$ cat config.mk
export PLATFORM = sky130hd
export DESIGN_NAME = trps_rot_cell
export DESIGN_NICKNAME = d
export VERILOG_FILES = /design/src/rtl/trps_pkg.sv /design/src/rtl/trps_rot_cell.sv
export SDC_FILE = /design/constraint.sdc
export NUM_CORES = 1
export LEC_CHECK = 0
export BUFFER_PORTS_ARGS = -buffer_cell sky130_fd_sc_hd__buf_2
export CAP_MARGIN = 20
export CORE_AREA = 2 2 112 169
export CTS_CLUSTER_SIZE = 30
export DETAILED_ROUTE_END_ITERATION = 12
export DIE_AREA = 0 0 114 171
export PLACE_DENSITY = 0.59
export SYNTH_ARGS = -nofsm -noshare
export SYNTH_HDL_FRONTEND = slang
export SYNTH_SLANG_ARGS = --single-unit
$ cat constraint.sdc
create_clock -name clk -period 3.6 [get_ports clk]
set_clock_uncertainty 0.05 [all_clocks]
set_input_delay 0.36 -clock clk [delete_from_list [all_inputs] [get_ports clk]]
set_output_delay 0.36 -clock clk [all_outputs]
set_load 0.05 [all_outputs]
$ cat src/rtl/trps_pkg.sv
// Shared types, widths and the arctangent table for the pursuit steering block.
package trps_pkg;

	localparam int CORDIC_STAGES_DEF = 16;
	localparam int ATAN_DEPTH        = 24;
	localparam int ANG_W             = 32;
	localparam int VEC_W             = 36;
	localparam int ROT_W             = 28;
	localparam int ROT_ZW            = ANG_W + 1;
	localparam int GAIN_W            = 18;
	localparam int MAX_TURN_W        = 15;

	localparam logic [MAX_TURN_W-1:0] MAX_TURN_RESET = 15'd522;
	localparam logic [ANG_W-1:0] HALF_TURN = 32'h8000_0000;
	localparam logic signed [ROT_ZW-1:0] QUARTER_TURN = 33'sh0_4000_0000;
	// Reciprocal of the CORDIC gain, scaled by 2^16.
	localparam logic signed [GAIN_W-1:0] INV_GAIN = 18'sd39797;

	typedef struct packed {
		logic              target_active;
		logic signed [23:0] own_x;
		logic signed [23:0] own_y;
		logic signed [23:0] aim_x;
		logic signed [23:0] aim_y;
		logic signed [15:0] vel_x;
		logic signed [15:0] vel_y;
	} item_t;

	typedef struct packed {
		logic signed [15:0] new_vel_x;
		logic signed [15:0] new_vel_y;
		logic signed [15:0] turn_applied;
	} result_t;

	// atan(2^-i), where 2^32 is one full turn.
	function automatic logic [ANG_W-1:0] atan_at(input int idx);
		logic [ANG_W-1:0] v;
		unique case (idx)
			0:       v = 32'h2000_0000;
			1:       v = 32'h12E4_051E;
			2:       v = 32'h09FB_385B;
			3:       v = 32'h0511_11D4;
			4:       v = 32'h028B_0D43;
			5:       v = 32'h0145_D7E1;
			6:       v = 32'h00A2_F61E;
			7:       v = 32'h0051_7C55;
			8:       v = 32'h0028_BE53;
			9:       v = 32'h0014_5F2F;
			10:      v = 32'h000A_2F98;
			11:      v = 32'h0005_17CC;
			12:      v = 32'h0002_8BE6;
			13:      v = 32'h0001_45F3;
			14:      v = 32'h0000_A2F9;
			15:      v = 32'h0000_517D;
			16:      v = 32'h0000_28BE;
			17:      v = 32'h0000_145F;
			18:      v = 32'h0000_0A30;
			19:      v = 32'h0000_0518;
			20:      v = 32'h0000_028C;
			21:      v = 32'h0000_0146;
			22:      v = 32'h0000_00A3;
			23:      v = 32'h0000_0051;
			default: v = '0;
		endcase
		return v;
	endfunction

endpackage

$ cat src/rtl/trps_rot_cell.sv
// One rotating CORDIC cell: turns the vector by the residual angle's sign.
module trps_rot_cell #(
	parameter int W     = trps_pkg::ROT_W,
	parameter int STAGE = 0
) (
	input  logic                              clk,
	input  logic                              en,
	input  logic signed [W-1:0]               x_in,
	input  logic signed [W-1:0]               y_in,
	input  logic signed [trps_pkg::ROT_ZW-1:0] z_in,
	output logic signed [W-1:0]               x_out,
	output logic signed [W-1:0]               y_out,
	output logic signed [trps_pkg::ROT_ZW-1:0] z_out
);
	import trps_pkg::*;

	localparam logic signed [ROT_ZW-1:0] ATAN = signed'(ROT_ZW'(atan_at(STAGE)));

	logic signed [W-1:0]      xs, ys;
	logic signed [W-1:0]      x_q, y_q;
	logic signed [ROT_ZW-1:0] z_q;

	assign xs = x_in >>> STAGE;
	assign ys = y_in >>> STAGE;

	always_ff @(posedge clk) begin
		if (en) begin
			if (!z_in[ROT_ZW-1]) begin
				x_q <= x_in - ys;
				y_q <= y_in + xs;
				z_q <= z_in - ATAN;
			end else begin
				x_q <= x_in + ys;
				y_q <= y_in - xs;
				z_q <= z_in + ATAN;
			end
		end
	end

	assign x_out = x_q;
	assign y_out = y_q;
	assign z_out = z_q;

endmodule

==> results of run 1 <==
routing by layer:
layer  up-vias  global-route usage
met1      2841               0.211
met3        55              0.0259
met2       197               0.381
met5         -                   0
met4         0               0.120
li1       3039                   -
cell families after synthesis:
logic type | Yosys count | share of synthesized area
AO/OA/AOI/OAI | 220 | 0.204
AND/OR/NAND/NOR | 158 | 0.106
buffers and inverters | 125 | 0.0700
flip-flops | 88 | 0.372
adder cells (fa/ha/maj) | 87 | 0.158
XOR/XNOR | 54 | 0.0666
multiplexers | 17 | 0.0242
layout make-up:
cell class | instances | area share
Inverter | 89 | 0.0388
Timing Repair Buffer | 213 | 0.134
Clock inverter | 4 | 0.00261
Multi-Input combinational cell | 536 | 0.459
Clock buffer | 11 | 0.0270
Tap cell | 220 | 0.0319
Sequential cell | 88 | 0.307
flip-flops by register name, indices dropped and copies added (netlist names):
name	flops
z_out	33
x_out	27
y_out	28
layout by cell type (no fill, tap or decap), types with 4 or more instances in the layout:
master,netlist,routed
buf_2,7,178
edfxtp_1,88,88
inv_1,86,86
ha_1,83,83
a21oi_1,78,78
nor2_1,63,63
xnor2_1,42,42
buf_4,3,35
o21ai_0,34,34
nand2_1,34,34
mux2i_1,16,16
a21o_1,15,15
xor2_1,12,12
nor2b_1,11,11
o31ai_1,11,11
nor3_1,9,9
clkbuf_16,0,9
nand3_1,8,8
o21bai_1,7,7
a211oi_1,6,6
o21a_1,6,6
o211ai_1,6,6
o21ai_1,5,5
or3_1,5,5
o2111ai_1,5,5
nand2b_1,5,5
a31oi_1,4,4
nor4_1,4,4
o41ai_1,4,4
a311oi_1,4,4
a21boi_0,4,4
clkinv_1,2,4
fa_1,4,4
through the flow:
step	hold WS [ns]	instance area, µm²
after floorplan	0.409	7100
after global placement	0.487	8360
after detailed placement	0.488	8360
after CTS	0.124	8620
after global routing	0.124	8620
final	0.133	8620
power groups by stage:
stage | clock, mW | sequential [mW] | combinational [mW]
finish | 0.851 | 1.36 | 1.57
global route | 0.904 | 1.37 | 1.68
CTS | 0.876 | 1.36 | 1.57
detailed placement | 0 | 1.38 | 1.57
global placement | 0 | 1.38 | 1.57
floorplan | 0 | 1.88 | 0.613
path summary, 6_finish.rpt:
check	to	depth (start not counted)	slack [ns]	startpoint
hold / removal	z_out[28]$_DFFE_PP_	1	0.13	z_in[28]
setup / recovery	y_out[27]$_DFFE_PP_	12	0.49	x_in[8]
synth_stat cells, drive strengths merged (4+ instances only):
| library cell | instances | area, µm² |
|---|---|---|
| ha | 83 | 1040 |
| inv | 87 | 327 |
| nand2b | 5 | 31.3 |
| o21a | 7 | 53.8 |
| a31oi | 4 | 25.0 |
| fa | 4 | 80.1 |
| xnor2 | 42 | 368 |
| clkbuf | 19 | 71.3 |
| a211oi | 6 | 45.0 |
| o2111ai | 5 | 43.8 |
| o41ai | 4 | 35.0 |
| mux2i | 16 | 160 |
| a21o | 15 | 113 |
| buf | 17 | 91.3 |
| nand2 | 34 | 128 |
| nor2 | 63 | 236 |
| a21oi | 79 | 399 |
| a311oi | 4 | 35.0 |
| o21bai | 7 | 52.6 |
| o31ai | 13 | 116 |
| o211ai | 7 | 57.6 |
| o21ai | 39 | 195 |
| a21boi | 4 | 30.0 |
| nor4 | 4 | 25.0 |
| nor3 | 10 | 55.1 |
| xor2 | 12 | 105 |
| edfxtp | 88 | 2640 |
| or3 | 5 | 31.3 |
| nand3 | 8 | 40.0 |
| nor2b | 11 | 68.8 |
| o311ai | 4 | 42.6 |
worst max-delay path, delay by kind of cell:
kind	cells	cell delay [ns]
compound gates	6	1.74
simple gates	2	0.44
fa+ha+maj	1	0.39
buf+inv	2	0.14
xor+xnor	1	0.07
==> impl_metrics.toml, run 1 <==
[outcome]
status = "completed"

[drt]
wl_met1_mm = 7.24
remaining_drc_errors = 0
drt_iter0_drc = 343
vias = 6132
viasPerCell = 5.28
routed_wirelength_mm = 19.9
first_pass_iters = 4
drt.antenna.violating_nets = 0
top_layer = "met4"
wl_met3_um = 908
dr_wl_met2_mm = 10.8
post_drt_wl_per_cell_um = 17.1

[timing]
finalCriticalPeriod_ns = 3.11
hold_violations = 0
finalSetupViolCount = 0
tns_ns = 0
rsz0062_at_grt = "false"
fin_ws_ns = 0.492
fin_crit_sh = 0.863
slew_violations = 0
fmax_ghz = 0.322
worst_pin_slew_ns = 0.719
relSlewSlack = 0.521

[pwr]
power_density_nw_per_um2 = 438
peakVddDrop_v = 0.000170
power_frac_comb = 0.415
total_power_mw = 3.78
pwr-share-clk = 0.225
power_frac_seq = 0.359
p_switching_mw = 1.53
switching_share = 0.405
power.leakage_nw = 3.96
internal-power_mw = 2.25

[global_route]
grt_pass1_vias = 5987
grt_pass1_wl_mm = 30.5
antenna_found_initial = 0
grt_max_degree = 65
grt.total_usage = 0.202
overflow = 0

[critical_path]
endpoint_kind = "flop"
criticalPathCategory = "primary input to flop"
cp_slowest_cell = "a221o_1"
cp.required_ns = 3.64
critPathMaxFanout = 9
critPathMaxStageDelay_ns = 0.42
worst_setup_path_start_kind = "primary input"
cp_cell_sequence = "buf_2, inv_1, ha_1, and3_1, a221o_1, a31oi_1, a21boi_0, o21ai_1, nand4b_1, a41oi_1, o21a_1, xor2_1"
cp.arrival_ns = 3.15

[logic_synthesis]
ys_ff_latch = 88
synth_edf_count = 88
synthDistinctLibCells = 69
syn-cell-area_um2 = 7100
ys.flop_type = "edfxtp_1"
synth_area_per_cell_um2 = 9.48
syn_inst = 749
async_flop_share = 0
yosysWarnings = 0
syn_nets = 927
seq_area_frac_synth = 0.372

[cts]
cts-htree-levels = 3
cts_root_buf = "clkbuf_16"
post_cts_buffers = 0
path_clk_slew_ns = 0.06
clock-sinks = 88
cts_buffers = 9
hold_buffers = 0
cts_tree = "done"
cts_buffer_depth = 2
ctsResizeCount = 0

[finish]
nets = 1115
multi_input_area_um2 = 3960
instances_no_fill = 1161
fillers = 1820
antenna_cells = 0
register_area_um2 = 2640
area.growth.synth_to_final_pct = 21.4
utilization = 0.474
drive_gt1_frac = 0.251

[place]
place_inst = 1146
gp_congestion = 0.911
place_ws_ns = 0.161
hpwl_mm = 16.1
io_buffers = 179

[floorplan]
coreArea_um2 = 18200
pin_count = 180
rows = 61
fp.dieArea_um2 = 19500
die_y_um = 171
initial_core_util = 0.391
die_w_um = 114

[hold_path]
min_path_type = "primary input to flop"

[run]
drv_cap = 0
Note: power is estimated with default switching activity, not from simulation.
==> run 2: changes to the inputs <==
--- a/config.mk
+++ b/config.mk
@@ -5,7 +5,7 @@
 export SDC_FILE = /design/constraint.sdc
 export NUM_CORES = 1
 export LEC_CHECK = 0
-export BUFFER_PORTS_ARGS = -buffer_cell sky130_fd_sc_hd__buf_2
+export BUFFER_PORTS_ARGS = -buffer_cell sky130_fd_sc_hd__buf_4
 export CAP_MARGIN = 20
 export CORE_AREA = 2 2 112 169
 export CTS_CLUSTER_SIZE = 30
==> run 2 against run 1 <==
Against the previous run:
- via count rose by 1.4%
- cell area increased by 5.5%
- combinational power up 7%
- die area did not move
- clock power rose by 13%
- sequential cell count unchanged
- non-clock buffer count decreased by 2
- total power increased by 5.9%
- first-iteration DRC count increased by 5.2%
- critical path type unchanged
- critical endpoint is now x_out[24]$_DFFE_PP_
==> impl_metrics.toml, run 2 (synthesized netlist as in run 1, its figures left out) <==
[critical_path]
cp.required_ns = 3.66
cp_cell_sequence = "buf_4, inv_1, ha_1, fa_1, nand4b_1, a311oi_1, nor4b_1, o31a_1, o21ai_0, nand2b_1, o2111ai_1, o21ai_0, xnor2_1"
crit_top_cell = "o21ai_0"
criticalPathCategory = "primary input to flop"
crit_family = "compound AO/OA/AOI/OAI gates"
critPathMaxFanout = 3
cp_slowest_cell = "o21ai_0"
timing.critical_path.buf_inv = 2
critPathMaxStageDelay_ns = 0.45
worst_setup_path_start_kind = "primary input"
cp.arrival_ns = 3.18
endpoint_kind = "flop"

[floorplan]
pin_count = 180
die_y_um = 171
fp.dieArea_um2 = 19500
coreArea_um2 = 18200
initial_core_util = 0.391
die_w_um = 114
rows = 61

[finish]
nets = 1113
fillers = 1820
final_cell_mix = "buf_4, edfxtp_1, inv_1"
antenna_cells = 0
final_common_cell = "buf_4"
drive_gt1_frac = 0.254
largest_reg_flops = 33
register_area_um2 = 2640
area.growth.synth_to_final_pct = 28.1
multi_input_area_um2 = 3960

[cts]
clock-sinks = 88
post_cts_buffers = 0
cts-htree-levels = 3
cts_buffers = 9
cts_buffer_depth = 2
ctsResizeCount = 0
path_clk_slew_ns = 0.07
hold_buffers = 0
cts_root_buf = "clkbuf_16"
cts_tree = "done"

[timing]
slew_violations = 0
fmax_ghz = 0.320
tns_ns = 0
fin_crit_sh = 0.869
relSlewSlack = 0.516
hold_violations = 0
worst_pin_slew_ns = 0.726
rsz0062_at_grt = "false"
finalCriticalPeriod_ns = 3.13
finalSetupViolCount = 0

[global_route]
overflow = 0
grt_max_degree = 65
antenna_found_initial = 0
grt.total_usage = 0.205
grt_pass1_vias = 6193
grt_pass1_wl_mm = 30.9

[drt]
remaining_drc_errors = 0
routed_wirelength_mm = 20.4
post_drt_wl_per_cell_um = 17.6
viasPerCell = 5.36
vias = 6216
drt.antenna.violating_nets = 0
first_pass_iters = 5
drt_iter0_drc = 361

[pwr]
power.leakage_nw = 4.13
total_power_mw = 4.00
power_density_nw_per_um2 = 440
peakVddDrop_v = 0.000165

[hold_path]
min_path_type = "primary input to flop"

[place]
io_buffers = 179
hpwl_mm = 16.2
gp_congestion = 0.943

[outcome]
status = "completed"

[run]
drv_cap = 0
-- run 2: cell count changes in the layout (fill, tap and decap cells not counted) --
cell        delta
buf_2        -178
buf_4        +176
clkinv_2       +3
clkbuf_1       -2
clkinv_1       -2
inv_6          +2
bufinv_16      +1
clkinvlp_4     -1
-- run 2: layout make-up --
type                       count  share of cell area
clock inverter                 7             0.00771
multi-input combinational    536               0.435
timing repair buffer         211               0.174
tap                          220              0.0303
sequential                    88               0.291
clock buffer                   9              0.0248
inverter                      89              0.0368
-- run 2: stage by stage --
step	instance area, µm²	utilization	setup slack [ns]	hold slack, ns	instances
2_1_floorplan	7100	-	0.762	0.409	749
3_3_place_gp	8790	0.484	0.111	0.488	1144
3_5_place_dp	8790	0.484	0.0951	0.490	1144
4_1_cts	9090	0.500	0.486	0.115	1160
5_1_grt	9090	0.500	0.234	0.122	1160
6_report	9090	0.500	0.472	0.129	1160
-- run 2: report_power, final --
part	total (mW)	switching, mW	leakage [nW]	internal, mW
combinational	1.68	1.10	3.12	0.575
sequential	1.36	0.0450	0.861	1.32
clock	0.959	0.419	0.146	0.539
total	4.00	1.57	4.13	2.43
-- run 2: worst paths after layout --
path / startpoint / to / slack (ns) / cells past startpoint
worst max-delay path: x_in[0] / x_out[24]$_DFFE_PP_ / 0.47 / 13
worst min-delay path: z_in[0] / z_out[0]$_DFFE_PP_ / 0.13 / 1
-- run 2: per-layer routing --
metal / track usage / part of all wire / wire length (µm)
met2: 0.387 / 0.54 / 11100
met5: 0 / 0 / 0
met3: 0.0266 / 0.051 / 1030
met4: 0.117 / 0.046 / 947
met1: 0.215 / 0.36 / 7320
