$ cat src/rtl/trps_pkg.sv
// Shared types, widths and the arctangent table for the pursuit steering block.
package trps_pkg;

	localparam int CORDIC_STAGES_DEF = 16;
	localparam int ATAN_DEPTH        = 24;
	localparam int ANG_W             = 32;
	localparam int VEC_W             = 36;
	localparam int ROT_W             = 28;
	localparam int ROT_ZW            = ANG_W + 1;
	localparam int GAIN_W            = 18;
	localparam int MAX_TURN_W        = 15;

	localparam logic [MAX_TURN_W-1:0] MAX_TURN_RESET = 15'd522;
	localparam logic [ANG_W-1:0] HALF_TURN = 32'h8000_0000;
	localparam logic signed [ROT_ZW-1:0] QUARTER_TURN = 33'sh0_4000_0000;
	// Reciprocal of the CORDIC gain, scaled by 2^16.
	localparam logic signed [GAIN_W-1:0] INV_GAIN = 18'sd39797;

	typedef struct packed {
		logic              target_active;
		logic signed [23:0] own_x;
		logic signed [23:0] own_y;
		logic signed [23:0] aim_x;
		logic signed [23:0] aim_y;
		logic signed [15:0] vel_x;
		logic signed [15:0] vel_y;
	} item_t;

	typedef struct packed {
		logic signed [15:0] new_vel_x;
		logic signed [15:0] new_vel_y;
		logic signed [15:0] turn_applied;
	} result_t;

	// atan(2^-i), where 2^32 is one full turn.
	function automatic logic [ANG_W-1:0] atan_at(input int idx);
		logic [ANG_W-1:0] v;
		unique case (idx)
			0:       v = 32'h2000_0000;
			1:       v = 32'h12E4_051E;
			2:       v = 32'h09FB_385B;
			3:       v = 32'h0511_11D4;
			4:       v = 32'h028B_0D43;
			5:       v = 32'h0145_D7E1;
			6:       v = 32'h00A2_F61E;
			7:       v = 32'h0051_7C55;
			8:       v = 32'h0028_BE53;
			9:       v = 32'h0014_5F2F;
			10:      v = 32'h000A_2F98;
			11:      v = 32'h0005_17CC;
			12:      v = 32'h0002_8BE6;
			13:      v = 32'h0001_45F3;
			14:      v = 32'h0000_A2F9;
			15:      v = 32'h0000_517D;
			16:      v = 32'h0000_28BE;
			17:      v = 32'h0000_145F;
			18:      v = 32'h0000_0A30;
			19:      v = 32'h0000_0518;
			20:      v = 32'h0000_028C;
			21:      v = 32'h0000_0146;
			22:      v = 32'h0000_00A3;
			23:      v = 32'h0000_0051;
			default: v = '0;
		endcase
		return v;
	endfunction

endpackage

$ cat src/rtl/trps_vec_cell.sv
// One vectoring CORDIC cell: drives y towards zero and accumulates the angle.
module trps_vec_cell #(
	parameter int W     = trps_pkg::VEC_W,
	parameter int STAGE = 0
) (
	input  logic                          clk,
	input  logic                          en,
	input  logic signed [W-1:0]           x_in,
	input  logic signed [W-1:0]           y_in,
	input  logic [trps_pkg::ANG_W-1:0]    z_in,
	output logic signed [W-1:0]           x_out,
	output logic signed [W-1:0]           y_out,
	output logic [trps_pkg::ANG_W-1:0]    z_out
);
	import trps_pkg::*;

	localparam logic [ANG_W-1:0] ATAN = atan_at(STAGE);

	logic signed [W-1:0] xs, ys;
	logic signed [W-1:0] x_q, y_q;
	logic [ANG_W-1:0]    z_q;

	assign xs = x_in >>> STAGE;
	assign ys = y_in >>> STAGE;

	always_ff @(posedge clk) begin
		if (en) begin
			if (!y_in[W-1]) begin
				x_q <= x_in + ys;
				y_q <= y_in - xs;
				z_q <= z_in + ATAN;
			end else begin
				x_q <= x_in - ys;
				y_q <= y_in + xs;
				z_q <= z_in - ATAN;
			end
		end
	end

	assign x_out = x_q;
	assign y_out = y_q;
	assign z_out = z_q;

endmodule

$ cat config.mk
export PLATFORM = sky130hd
export DESIGN_NAME = trps_vec_cell
export DESIGN_NICKNAME = d
export VERILOG_FILES = /design/src/rtl/trps_pkg.sv /design/src/rtl/trps_vec_cell.sv
export SDC_FILE = /design/constraint.sdc
export NUM_CORES = 1
export LEC_CHECK = 0
export BUFFER_PORTS_ARGS = -buffer_cell sky130_fd_sc_hd__clkbuf_2
export CELL_PAD_IN_SITES_DETAIL_PLACEMENT = 1
export CELL_PAD_IN_SITES_GLOBAL_PLACEMENT = 2
export CORE_MARGIN = 3
export CORE_UTILIZATION = 33
export CTS_CLUSTER_SIZE = 40
export DETAILED_ROUTE_END_ITERATION = 8
export GPL_ROUTABILITY_DRIVEN = 0
export PLACE_DENSITY_LB_ADDON = 0.1
export SYNTH_ARGS = -nofsm -noshare
export SYNTH_HDL_FRONTEND = slang
export SYNTH_SLANG_ARGS = --single-unit
$ cat constraint.sdc
create_clock -name clk -period 3.6 [get_ports clk]
set_input_delay 0.36 -clock clk [delete_from_list [all_inputs] [get_ports clk]]
set_output_delay 0.36 -clock clk [all_outputs]
set_load 0.02 [all_outputs]
==> impl_results.md, run 1 <==
* GRT met3 Usage at 3.567%
* Initial antenna violation count at 0
* Num CTS Buffers at 9
* M1 GR Usage at between 30% and 40%
* Rows at 61
* Final ANT Viol Nets at 0
* GRT Total Usage at between 20% and 30%
* Vias in the first global route at 9,308
* IO buf count at 209
* CP Class: in -> reg
* Die Y at approximately 180 um
* Core Box Area at approximately 28,000 um^2
* Worst vdd ir at between 0.2 and 0.25 mV
* Family with the most delay on the worst path: compound AO/OA/AOI/OAI gates
* Post-Synth XOR/XNOR Area at under 10%
* Worst Setup End Kind: flip-flop
* Number of remaining DRC errors at 0
* Power Dens Cells at roughly 380 nW/um^2
* Post_cts resized at 0
* Peak per-stage delay on the critical path at approximately 0.42 ns
* H-tree levels at 3
* First DRT Iteration DRCs at 502
* Post-synth EDFFs at slightly above 100
* Hold buffers post-CTS at 0
* Most frequent cells in the layout: 208 x clkbuf_2, 117 x a21oi_1, 112 x inv_1
* Most used cell, CP: buf_4
* Post-Syn Area per Cell at approximately 8.8 um^2
* Synth unique cells at 71
* Worst setup margin at 0.3842 ns
* Pin count of the biggest net entering global routing at between 50 and 60
* Post-DP HPWL at ~29,000 um
* Synth Area in Simple Gates at approximately 14%
* Layout net count at 1,550
* CTS sink count at just over 100
* Via/cell ratio at between 5 and 6
* TritonCTS clock tree: yes
* Worst path slowest cell: ha_1
* CTS Buffer Depth at 2
* Total gr overflow at 0
* Adder-cell share of the synthesized area at 14.92%
* Initial DRT Pass Iterations at 5
* Slew headroom at about 49%
* Setup violators final at 0
* Number of synthesized register bits at a little over 100
* Post-Route WL at around 36,000 um
* Max Slew Vio Count at 0
* Synth Flop Type: edfxtp_1
* Worst EP arrival at ~3.3 ns
* Fill count at around 3,400
* Routed len/inst at roughly 21 um
* Commonest non-fill, non-tap cell in the layout: clkbuf_2
* Hold Vio Cnt, Final at 0
* Levels on crit path at 14
* Critical path cell sequence: clkbuf_2, inv_1, ha_1, buf_4, nor3b_1, o31a_1, o311ai_2, o211ai_2, nor4_2, nor3_2, buf_4, a221oi_2, a22oi_1, xor2_1
* Crit path buf inv count at 4
* RSZ-0062 raised after global routing: false
* Largest family of logic cells by synthesized area: compound AO/OA/AOI/OAI gates
* Max Cap Viol at 0
* Seq/Total Area, Yosys at around a third
* Syn Nets at 1,294
* Hold path depth at 1
* TNS Setup at 0 ns
* FF+latch area at 3093 um^2
* Crit start category: primary input
* Clock slew at reported path FFs at ~0.090 ns
* Area Growth Syn to Fin at 23.82%
* Die Width at between 150 and 200 um
* Busiest layer in global routing: met1
* Synth Cell Area at approximately 9500 um^2
* Part of the cycle the worst path needs at between 80% and 90%
* Compound-Gate Fraction of Synth Area at between 20% and 30%
* Async SR Flop Fraction at 0%
* Layout cells sized above 1 at around a quarter
* Die area at about 31,000 um^2
* Yosys Warn Count at 0
* Hold/Removal Path Class: in -> reg
* Root buffer cell: clkbuf_16
* M2 GR Usage at roughly a third
* # diodes at 0
* Outcome: completed
* Initial Utilization at 33.87%
* Vias after detailed routing at 9,147
* Mapped Cells at roughly 1,100
* Post-Place Setup Slack at between 0.001 and 0.0015 ns
* Multi-input gate area at 5769 um^2
* Crit path max fanout at 6
* First-pass GRT wire length at 54,940 um
* Max Freq at slightly above 300 MHz
* Mux share of post-synthesis cell area at roughly 2.2%
* Worst slew pin tran at around 0.75 ns
* Tmin final at 3.216 ns
* Post-CTS Setup Bufs at 0
* Critical Path RT at about 3.7 ns
* Io pins at between 200 and 250
* Pleak at between 5 and 6 nW
[layer usage]
metal / vias up / routed length, um
met2: 310 / 15240
met1: 4423 / 17680
li1: 4395 / -
met5: - / 0
met4: 0 / 415
met3: 19 / 2533
[per-stage QoR]
| step | power (mW) | utilization (%) | hold WS, ns | instance area [um^2] | std cells |
|---|---|---|---|---|---|
| floorplan | 2.728 | - | 0.4589 | 9513 | 1077 |
| global placement | 3.457 | 40.81 | 0.5367 | 11460 | 1700 |
| detailed placement | 3.467 | 40.81 | 0.5389 | 11460 | 1700 |
| CTS | 4.533 | 41.94 | 0.1476 | 11780 | 1716 |
| global route | 4.763 | 41.94 | 0.1428 | 11780 | 1716 |
| finish | 4.491 | 41.94 | 0.1694 | 11780 | 1716 |
[report_power, final]
part | internal [mW] | switching (mW) | total [mW]
Combinational | 0.668 | 1.17 | 1.84
Sequential | 1.55 | 0.0606 | 1.61
Clock | 0.500 | 0.542 | 1.04
[kinds of logic (layout without fill, tap and decap cells)]
kind of cell,count (synthesis),in the layout
AOI/OAI and AO/OA,343,343
and+or+nand+nor,264,264
buffers and inverters,165,426
adders and majority gates,111,111
DFF,103,103
xor gates and xnor gates,70,70
muxes,21,21
[synthesized netlist by cell type, types with 9 or more instances]
master    number  share of area (%)
a211oi_1      17                1.3
a21o_1        17                1.3
a21oi_1      117                6.2
buf_2         16               0.84
clkbuf_1      20               0.79
edfxtp_1     103                 33
ha_1         107                 14
inv_1        112                4.4
mux2i_1       21                2.2
nand2_1       45                1.8
nand2b_1      11               0.72
nand3_1        9               0.47
nand4_1       14               0.92
nor2_1        91                3.6
nor2b_1       11               0.72
nor3_1        30                1.6
nor4_1        13               0.85
o21ai_0       72                3.8
o21bai_1      28                2.2
o31ai_1       13                1.0
xnor2_1       58                5.3
xor2_1        12                1.1
[flip-flops by register name, indices dropped and copies added, names as in the netlist]
name,cells
x_out,36
y_out,35
z_out,32
[path summary, 6_finish.rpt]
path / from / to / slack (ns)
max: x_in[2] / x_out[35] / 0.38
min: z_in[12] / z_out[12] / 0.17
[final cells by class]
cell class / count / area share (%)
clock buffer: 9 / 1.912
clock inverter: 7 / 0.7754
inverter: 118 / 3.760
multi-input combinational: 809 / 48.98
sequential: 103 / 26.26
tap: 378 / 4.015
timing repair buffer: 292 / 14.30
Power figures use the tool's default switching activity.
==> run 2, diff against run 1 <==
- BUFFER_PORTS_ARGS: -buffer_cell sky130_fd_sc_hd__clkbuf_2 -> -buffer_cell sky130_fd_sc_hd__buf_4
- CORE_UTILIZATION: 33 -> 34
- CTS_BUF_LIST: unset -> sky130_fd_sc_hd__clkbuf_8
==> run 2 against run 1 <==
Combinational power increased by 7%. Sequential power hardly changed. Via count is 0.20% lower. Hold slack worse by 0.065 ns. Cell count down 0.35%. Die area is 2.8% lower. Routed wire length about the same. Core utilization rose by 2.8 points. Non-clock buffer count did not move. Clock-buffer cell count stayed put. First-iteration DRC count increased by 29%.
==> impl_results.md, run 2 (synthesized netlist as in run 1, its figures left out) <==
* Outcome: completed
* Tmin final at 3.084 ns
* GRT Total Usage at between 20% and 30%
* First-pass GRT wire length at ~56,000 um
* Core Box Area at 27,250 um^2
* First DRT Iteration DRCs at between 600 and 700
* Initial DRT Pass Iterations at 5
* Crit path capture: y_out[28]
* Crit start category: primary input
* Most frequent cells in the layout: 291 x buf_4, 117 x a21oi_1, 112 x inv_1
* RSZ-0062 raised after global routing: false
* Root buffer cell: clkbuf_8
* Pleak at about 5.4 nW
* Slew headroom at approximately a third
* IO buf count at between 200 and 250
* Die Y at approximately 170 um
* M1 GR Usage at roughly 36%
* Worst slew pin tran at roughly 0.99 ns
* Final core utilization at around 45%
* Io pins at 210
* Hold_ws at 0.1042 ns
* Initial antenna violation count at 0
* Rows at 60
* Routed len/inst at roughly 21 um
* Layout cells sized above 1 at between 20% and 30%
* Critical Path RT at roughly 3.8 ns
* Via/cell ratio at between 5 and 6
* CP Class: in -> reg
* GRT met3 Usage at around 3.4%
* Max reg flops at 36
* Psw at roughly 1.8 mW
* Num CTS Buffers at 9
* Worst vdd ir at ~0.19 mV
* CTS Buffer Depth at 2
* Die area at between 30,000 and 40,000 um^2
* Hold buffers post-CTS at 0
* Post-DP HPWL at 29,180 um
* Final ANT Viol Nets at 0
* Initial Utilization at around a third
* Share of total power in sequential cells at a little over a third
* Commonest non-fill, non-tap cell in the layout: buf_4
* Number of remaining DRC errors at 0
* Layout net count at around 1,600
* Part of the cycle the worst path needs at 85.65%
* Busiest layer in global routing: met1
* Area Growth Syn to Fin at 28.17%
* Sw Share at about two fifths
* Crit path max fanout at 5
* Post_cts resized at 0
* CTS sink count at just over 100
* Max Freq at between 300 and 400 MHz
* Hold Vio Cnt, Final at 0
* # diodes at 0
* Max Slew Vio Count at 0
* Setup violators final at 0
* Int Power at roughly 2.6 mW
* Die Width at about 170 um
* M2 GR Usage at between 30% and 40%
* Combinational power share at roughly 45%
* Post-CTS Setup Bufs at 0
* Pin count of the biggest net entering global routing at 69
* Clock power share at 18.9%
* Clock slew at reported path FFs at about 0.14 ns
* Worst Setup End Kind: flip-flop
* TritonCTS clock tree: yes
* Power Dens Cells at 362.0 nW/um^2
* Crit path launch: x_in[0]
* Total gr overflow at 0
* Vias after detailed routing at around 9,000
* Post-Route WL at roughly 36,000 um
* Worst EP arrival at ~3.3 ns
* H-tree levels at 3
* Max Cap Viol at 0
* Vias in the first global route at 9,178
* Hold/Removal Path Class: in -> reg
* TNS Setup at 0 ns
## run 2: cell count changes in the layout (fill, tap and decap cells not counted), sizes merged
cell and change:
clkinv -2, clkbuf -208, inv +2, buf +208
## run 2: power groups by stage
stage               clock network [mW]  registers [mW]  logic (mW)
floorplan                            0            1.85       0.879
global placement                     0            1.64        1.93
detailed placement                   0            1.64        1.95
CTS                              0.862            1.62        1.96
global route                     0.902            1.63        2.13
finish                           0.835            1.62        1.96
## run 2: cell type report
class | count | area (um^2)
clock buffers | 9 | 123.9
clock inverters | 7 | 93.84
fillers | 3264 | 15060
inverters | 118 | 442.9
multi-input cells | 809 | 5769
flip-flops and latches | 103 | 3093
well taps | 372 | 465.4
repair buffers | 292 | 2205
## run 2: critical path: stages
cell,delay [ns]
buf_4,0.12
buf_4,0.13
ha_1,0.24
fa_1,0.43
nand3b_1,0.23
a21oi_1,0.27
o211a_1,0.21
nor3_1,0.07
o31a_1,0.35
o311a_1,0.37
o31ai_1,0.23
o21ai_1,0.12
xnor2_1,0.15
## run 2: metrics by stage
step                      power [mW]  cell area, um^2  instances  worst slack [ns]
final                          4.413            12190       1710            0.5164
after global routing           4.668            12190       1710            0.3220
after CTS                      4.446            12190       1710            0.5378
after detailed placement       3.594            11980       1694           0.08344
after global placement         3.577            11980       1694           0.07693
after floorplan                2.728             9513       1077            0.7749
## run 2: worst min-delay path by stage
stage,from,end,slack (ns),cells past startpoint
detailed placement,z_in[1],z_out[1],0.54,1
CTS,z_in[1],z_out[1],0.09,1
floorplan,z_in[0],z_out[0],0.46,0
global placement,z_in[15],z_out[15],0.54,1
global route,z_in[2],z_out[2],0.07,1
finish,z_in[12],z_out[12],0.10,1
## run 2: routing by layer
layer  part of all wire (%)  routed length, um  vias to the layer above
met5                      0                  0                        -
met4                    1.5                537                        0
met3                    5.2               1858                       24
met2                     43              15340                      283
met1                     51              18120                     4428
li1                       -                  -                     4394
==> run 3, diff against run 2 <==
==> constraint.sdc (replaced) <==
create_clock -name clk -period 3.15 [get_ports clk]
set_input_delay 0.63 -clock clk [delete_from_list [all_inputs] [get_ports clk]]
set_output_delay 0.63 -clock clk [all_outputs]
set_load 0.02 [all_outputs]
==> run 3 against run 2 <==
Sequential power increased by 14%. Total power increased by 23%. Global-route usage grew 2.0 points. Via count grew 12%. Clock power grew 18%.
==> impl_results.md, run 3 (synthesized netlist as in run 1, its figures left out) <==
* Crit start category: primary input
* Total gr overflow at 0
* Die Y at 173.3 um
* Max Slew Vio Count at 0
* Share of total power in sequential cells at 33.8%
* Post-DP HPWL at 32,110 um
* Num CTS Buffers at 9
* CTS sink count at ~100
* Pleak at between 6 and 7 nW
* Psw at 2.159 mW
* Post-Route WL at between 30,000 and 40,000 um
* First DRT Iteration DRCs at between 500 and 600
* M1 GR Usage at 37.12%
* Worst EP arrival at ~3.3 ns
* Initial DRT Pass Iterations at 5
* Via/cell ratio at between 5 and 6
* Max reg flops at 36
* CP Class: in -> reg
* Die Width at between 150 and 200 um
* M2 GR Usage at about two fifths
* Initial antenna violation count at 0
* Fill count at roughly 3,300
* GRT met3 Usage at 3.898%
* Outcome: completed
* H-tree levels at 3
* Area Growth Syn to Fin at 47.36%
* Hold buffers post-CTS at 0
* Number of remaining DRC errors at 0
* Die area at about 30,000 um^2
* TritonCTS clock tree: yes
* Crit path max fanout at 6
* CTS Buffer Depth at 2
* Setup violators final at 0
* Slew headroom at 63.99%
* Tmin final at about 3.1 ns
* IO buf count at 209
* Worst vdd ir at 0.2429 mV
* Clock power share at a little under a fifth
* FF+latch area at 3093 um^2
* Multi-input gate area at between 5000 and 6000 um^2
* Pin count of the biggest net entering global routing at 48
* TNS Setup at 0 ns
* Worst Setup End Kind: flip-flop
* # diodes at 0
* Routed len/inst at 20.20 um
* Max Freq at roughly 320 MHz
* Vias in the first global route at 10,590
* Vias after detailed routing at between 10,000 and 15,000
* Initial Utilization at roughly a third
* First-pass GRT wire length at just over 60,000 um
* Critical Path RT at roughly 3.3 ns
* Commonest non-fill, non-tap cell in the layout: buf_4
* Busiest layer in global routing: met2
* Hold Vio Cnt, Final at 0
* Power Dens Cells at roughly 400 nW/um^2
* Layout cells sized above 1 at 37.48%
* Rows at 60
* Worst slew pin tran at ~0.54 ns
* GRT Total Usage at between 20% and 30%
* Layout net count at roughly 1,800
* Final ANT Viol Nets at 0
* Combinational power share at between 40% and 50%
* Clock slew at reported path FFs at between 0.1 and 0.15 ns
* Final total power at 5.445 mW
* Sw Share at between 30% and 40%
* Io pins at 210
* Hold/Removal Path Class: in -> reg
* Max Cap Viol at 0
* Int Power at between 3 and 4 mW
* Most frequent cells in the layout: 513 x buf_4, 112 x inv_1, 112 x a21oi_1
* Part of the cycle the worst path needs at between 90% and 100%
* Core Box Area at ~27,000 um^2
* Root buffer cell: clkbuf_8
[run 3: timing repair]
action	4_1_cts	5_1_grt
setup endpoints to repair	5	30
setup buffers	0	1
resized for setup	5	31
pin swaps	1	3
[run 3: cell type report]
class	count	area share, %
Clock inverter	7	0.7408
Sequential cell	103	22.06
Timing Repair Buffer	515	27.70
Clock buffer	9	0.8836
Inverter	118	3.160
Tap cell	372	3.320
Multi-Input combinational cell	809	42.14
[run 3: stage by stage]
step	area, um^2	utilization, %	cells	worst slack [ns]	hold WS (ns)
5_1_grt	14020	51.44	1933	-0.008485	0.3485
4_1_cts	13890	50.96	1932	0.01179	0.3529
3_5_place_dp	13640	50.06	1916	-0.5237	0.8095
2_1_floorplan	9513	-	1077	0.05493	0.7289
3_3_place_gp	13640	50.06	1916	-0.5277	0.8081
6_report	14020	51.44	1933	0.05102	0.3675
[run 3: metal layers]
metal | up-vias | part of all wire [%]
met4 | 0 | 0.60
met5 | - | 0
met1 | 5030 | 48
met2 | 346 | 46
li1 | 4823 | -
met3 | 15 | 6.2
[run 3: final timing paths]
path / depth (start not counted) / to / start / slack, ns
worst min-delay path: 1 / z_out[0] / z_in[0] / 0.37
worst max-delay path: 15 / x_out[27] / x_in[3] / 0.05
[run 3: critical path, stage by stage]
cell      delay [ns]
buf_4           0.08
inv_1           0.03
ha_1            0.37
a21oi_1         0.09
buf_4           0.16
nand2b_1        0.16
a31oi_1         0.41
o41ai_2         0.12
buf_4           0.16
o22ai_1         0.32
buf_4           0.21
a21oi_1         0.11
o21bai_1        0.16
a21oi_1         0.09
xnor2_1         0.15
[run 3: power groups by stage]
stage / Sequential, mW / Combinational (mW) / Clock, mW
final: 1.84 / 2.62 / 0.985
after global routing: 1.87 / 2.82 / 1.06
after CTS: 1.85 / 2.58 / 1.02
after detailed placement: 1.88 / 2.55 / 0
after global placement: 1.87 / 2.51 / 0
after floorplan: 2.11 / 1.00 / 0
